<file path="src/hw/rtl/sbrf_ram.sv">
// Generic one-write one-read memory with registered read data.
`timescale 1ns / 1ps

module sbrf_ram #(
   parameter int DEPTH = 64,
   parameter int WIDTH = 64
) (
   input  logic                     clock,
   input  logic                     wr_enable,
   input  logic [$clog2(DEPTH)-1:0] wr_addr,
   input  logic [WIDTH-1:0]         wr_data,
   input  logic                     rd_enable,
   input  logic [$clog2(DEPTH)-1:0] rd_addr,
   output logic [WIDTH-1:0]         rd_data
);

   logic [WIDTH-1:0] mem_ff [DEPTH];
   logic [WIDTH-1:0] rd_data_ff;

   always_ff @(posedge clock) begin
      if (wr_enable) begin
         mem_ff[wr_addr] <= wr_data;
      end
   end

   always_ff @(posedge clock) begin
      if (rd_enable) begin
         rd_data_ff <= mem_ff[rd_addr];
      end
   end

   assign rd_data = rd_data_ff;

endmodule

</file>
<file path="config.mk">
export PLATFORM = sky130hd
export DESIGN_NAME = sbrf_ram
export DESIGN_NICKNAME = d
export VERILOG_FILES = /design/src/hw/rtl/sbrf_ram.sv
export SDC_FILE = /design/constraint.sdc
export NUM_CORES = 2
export LEC_CHECK = 0
export BUFFER_PORTS_ARGS = -buffer_cell sky130_fd_sc_hd__buf_2
export CORE_AREA = 8 8 570 572
export DETAILED_ROUTE_END_ITERATION = 7
export DIE_AREA = 0 0 578 580
export PLACE_DENSITY = 0.65
export RECOVER_POWER = 100
export SLEW_MARGIN = 30
export SYNTH_ARGS = -nofsm -noshare
export SYNTH_HDL_FRONTEND = slang
export SYNTH_SLANG_ARGS = --single-unit
</file>
<file path="constraint.sdc">
create_clock -name clock -period 10.1 [get_ports clock]
set_input_delay 0.505 -clock clock [delete_from_list [all_inputs] [get_ports clock]]
set_output_delay 0.505 -clock clock [all_outputs]
set_load 0.1 [all_outputs]
</file>
# After elaboration in Yosys (flattened, before gate mapping)
# Memory sizes are Yosys's and may differ from the RTL's. A register that Yosys moved wholly into a read port is not among the register bits.
# Cells that the tools add are included.
# classes
mux	2
# ops
op	count
$mux 1	2
# word_totals
memories	1
ff_bits	0
in_bits	79
output_inout_bits	64
mem_bits_rw	4096
elab_cells	3
# mem_list
name	words	width	read_ports	rd_clocked_by_memory_dff	write_ports	line_no	rtl
mem_ff	64	64	1	1	1	17	logic [WIDTH-1:0] mem_ff [DEPTH];

# Logic depth before layout (Yosys ltp)
# depth
word_depth	2
depth_mapped	9
mapped_depth_nobuf	5

# Worst setup path before layout
# Ideal clock, no wire load.
# synth_path
kind	input to register
startpoint	in wr_addr[3]
endpoint	mem mem_ff[48][0] (enable)
slack_ns	4.159
required_ns	9.536
stages	4
n_path_buf	1
arrival_time_ns	5.377
cell_sequence	clkbuf_1 nor2b_1 nand4b_1 nor3_1
# synth_rtl
item	line_no	rtl
start, declared	10	input logic [$clog2(DEPTH)-1:0] wr_addr,
end, declared	17	
# No word-level cell before the write port.

# Worst setup path after layout
# layout_path
startpoint	in wr_enable
endpoint	mem mem_ff[56][9] (enable)
# layout_between
elab_chain_len	2
# layout_rtl
item	line_no	rtl
start, declared	9	input logic wr_enable,
$mux 1	21	if (wr_enable) begin
$mux 1 (not written as such)	22	mem_ff[wr_addr] <= wr_data;
# No other way between the ends.

==> summary.log <==
qor: place.detailedPlacementHpwl 229000 um
qor: global_routing.globalRouteOverflowTotal 0
qor: global_routing.antenna_found_initial 34
qor: clocking.clock_latency_at_the_later_pin_of_the_worst_skew_pair 0.96 ns
qor: global_routing.first_global_vias 76700
qor: setup_path.worstRegToRegCells 4
qor: setup_path.worstSetupEndpointType flop
qor: synthesis.synth.net_count 6677
qor: global_routing.all_layer_global_routing_usage 0.256
qor: final_layout.final_common_cell edfxtp_1
qor: global_routing.grt_max_degree 138
qor: setup_path.worst-endpoint-arrival 7.32 ns
qor: synthesis.synth_compound_area_frac 0.0247
qor: synthesis.syn_inst 6598
qor: drt.remaining_drc_errors 0
qor: sta.grt_setup_unrepaired no
qor: synthesis.synthesized_area_divided_by_synthesized_cell_count 23.8 sq um
qor: synthesis.combinational_family_with_the_most_area_after_synthesis multiplexers
qor: final_layout.design.final.nets 7079
qor: power_and_ir_drop.p_leak 53.7 nW
qor: die.core 316000 sq um
qor: sta.layout_worst_path_cycle_share 0.678
qor: setup_path.critical_path.startpoint wr_enable
qor: synthesis.yosys.area_share.simple 0.0123
qor: setup_path.timing.setup.critical_path_class in -> reg
qor: clocking.clk_path_buf_depth 4
qor: final_layout.multi_input_area 30400 sq um
qor: drt.drt_first_pass_iters 6
qor: setup_path.reg2reg_to rd_data[30]
qor: run_status.run_status complete, but fails checks
qor: synthesis.synth_seq_cells 4160
qor: place.gp_congestion 0.786
qor: die.ioPinCount 143
qor: clocking.cts_setup_buffers 0
qor: die.die-area 335000 sq um
qor: clocking.clockRootBuffer clkbuf_16
qor: clocking.clkSinkCount 4160
qor: drt.via_count 76400
qor: job.max_cap_violations 229
qor: clocking.clk_pin_slew_worst_paths 0.06 ns
qor: synthesis.synth.area.top_cells edfxtp_1, mux4_2, mux2i_1
qor: die.core.rowCount 207
qor: place.placement.io_buffers 142
qor: synthesis.mappedNetlistArea 157000 sq um
qor: clocking.number_of_buffers_created_by_cts 404
qor: drt.antenna_violating_nets_post_route 0
qor: synthesis.synth.area.mux_share 0.156
qor: clocking.number_of_gates_resized_after_cts 0
qor: sta.final_critical_path_setup_slack 3.25 ns
qor: drt.drt_iter0_markers 11300
qor: setup_path.worst-path-max-fanout 27
qor: synthesis.synth_top_cell_area_share 0.796
qor: final_layout.drive_gt1_frac 0.234
qor: min_path.worstHoldPathType in -> reg
qor: setup_path.r2r_setup_slack 7.85 ns
qor: clocking.cts_htree_levels 5
qor: die.dieHeight 580 um
qor: setup_path.worst_ep_required_time 10.57 ns
qor: synthesis.synth_xor_area_frac 0
qor: setup_path.critPathLaunchType input pin
qor: synthesis.seq_area_frac_synth 0.796
qor: power_and_ir_drop.p_total 35.8 mW
qor: synthesis.synth_cell_types 32
qor: synthesis.netlist.top_cell.by_area edfxtp_1
qor: sta.maxSlewViolCount 8220
qor: power_and_ir_drop.worst_ir_drop_vdd 169 uV
qor: final_layout.most-common-layout-cells edfxtp_1, mux4_2, clkbuf_16
qor: die.die_w 578 um
qor: final_layout.postLayoutCoreUtil 0.555
qor: synthesis.synthesis.yosys.warnings 0
qor: sta.min_period 6.85 ns
qor: setup_path.r2r-start mem_ff[58][30]
qor: power_and_ir_drop.power_density 204 nW/um^2
qor: sta.max_freq 0.146 GHz
qor: clocking.post_cts_hold_buffer_count 0
qor: synthesis.ys_dominant_reg_cell edfxtp_1
qor: sta.remaining_max_slew_budget_at_the_tightest_pin -2.60
qor: final_layout.num-fill-cells 23100
qor: synthesis.synth_edf_count 4160
qor: global_routing.wire_length_of_the_first_global_routing_pass 605000 um
qor: synthesis.adder_cell_share_of_the_synthesized_area 0
qor: setup_path.critPathCapture mem_ff[56][9]
qor: drt.post_drt_wl_per_cell 37.7 um
qor: sta.worst_slew_pin_slew 5.40 ns
qor: sta.timing_hold_violations_final 0
qor: place.preCtsSetupSlack 5.54 ns
qor: run_status.violations_in_the_final_reports capacitance limit, slew limit
qor: final_layout.area_of_all_sequential_standard_cells 125000 sq um
qor: sta.holdWs 0.413 ns
qor: sta.final.setup_skew 0.0496 ns
qor: drt.vias_per_cell 6.63
qor: die.floorplan.initialDensity 0.496
qor: final_layout.flow.area_growth_from_synthesis 11.8%
qor: sta.setup_viol 0
qor: drt.postRouteWirelength 434000 um
qor: synthesis.synth_async_sr_flop_share 0
qor: clocking.cts_tree built
qor: sta.timing.setup.tns 0 ns
==> routing by layer <==
metal | up-vias | global-route usage | part of all wire
li1 | 29400 | - | -
met1 | 41500 | 0.363 | 0.37
met2 | 4781 | 0.405 | 0.47
met3 | 789 | 0.0536 | 0.12
met4 | 12 | 0.0789 | 0.036
met5 | - | 0 | 0.00014
==> logic make-up (layout without fill, tap and decap cells) <==
group                  after synthesis  in the layout
flip-flops                        4160           4160
multiplexers                      1159           1159
AO/OA/AOI/OAI                      504            504
buffers and inverters              389           1116
AND/OR/NAND/NOR                    386            386
other                                0             24
==> final cells by class <==
class / instances / area share
flip-flops and latches: 4160 / 0.712
multi-input cells: 2049 / 0.173
clock buffers: 490 / 0.0598
well taps: 4180 / 0.0298
clock inverters: 241 / 0.0138
repair buffers: 366 / 0.0110
inverters: 19 / 0.000406
diodes: 24 / 0.000342
==> critical path, cell delays in order <==
cell and delay [ns]:
clkbuf_1 0.25, nor2b_1 0.28, nand2_1 0.22, nor2_1 2.09, clkbuf_1 1.52, clkbuf_1 2.27
==> power breakdown <==
part	switching, mW	internal, mW
logic	1.18	0.568
clock network	6.50	8.29
registers	0.0654	19.2
total	7.75	28.0
==> state kept, by name (all words and copies together) (netlist names) <==
register,flops
mem_ff,4096
rd_data,64
==> how the worst min path moves through the flow <==
| stage | start | end | slack (ns) | depth (start not counted) |
|---|---|---|---|---|
| floorplan | wr_data[0] | mem_ff[0][0] | 0.60 | 0 |
| global placement | mem_ff[46][32] | rd_data[32] | 0.89 | 4 |
| detailed placement | mem_ff[20][61] | rd_data[61] | 0.90 | 4 |
| CTS | wr_data[48] | mem_ff[62][48] | 0.05 | 1 |
| global route | wr_addr[3] | mem_ff[44][53] | 0.39 | 3 |
| finish | wr_addr[3] | mem_ff[44][53] | 0.41 | 3 |
==> cells in the mapped netlist, types with 6 or more instances <==
| cell | number |
|---|---|
| a211oi_1 | 63 |
| a22o_1 | 88 |
| a22oi_1 | 168 |
| a2bb2oi_1 | 19 |
| a31oi_1 | 18 |
| a41oi_1 | 26 |
| and3_1 | 64 |
| buf_1 | 20 |
| buf_2 | 170 |
| buf_4 | 34 |
| buf_6 | 6 |
| clkbuf_1 | 140 |
| edfxtp_1 | 4160 |
| inv_1 | 19 |
| mux2i_1 | 135 |
| mux4_2 | 1024 |
| nand2_1 | 58 |
| nand2b_1 | 11 |
| nand3_1 | 45 |
| nor2_1 | 112 |
| nor2b_1 | 28 |
| o221ai_1 | 38 |
| o22ai_1 | 83 |
| or2_2 | 28 |
| or3_1 | 29 |
==> metrics by stage <==
step / instances / cell area [sq um]
after global placement: 10800 / 163000
after global routing: 11500 / 176000
final: 11500 / 176000
after CTS: 11500 / 177000
after floorplan: 6598 / 157000
after detailed placement: 10800 / 164000
No activity file was read; power rests on OpenSTA's default activity.
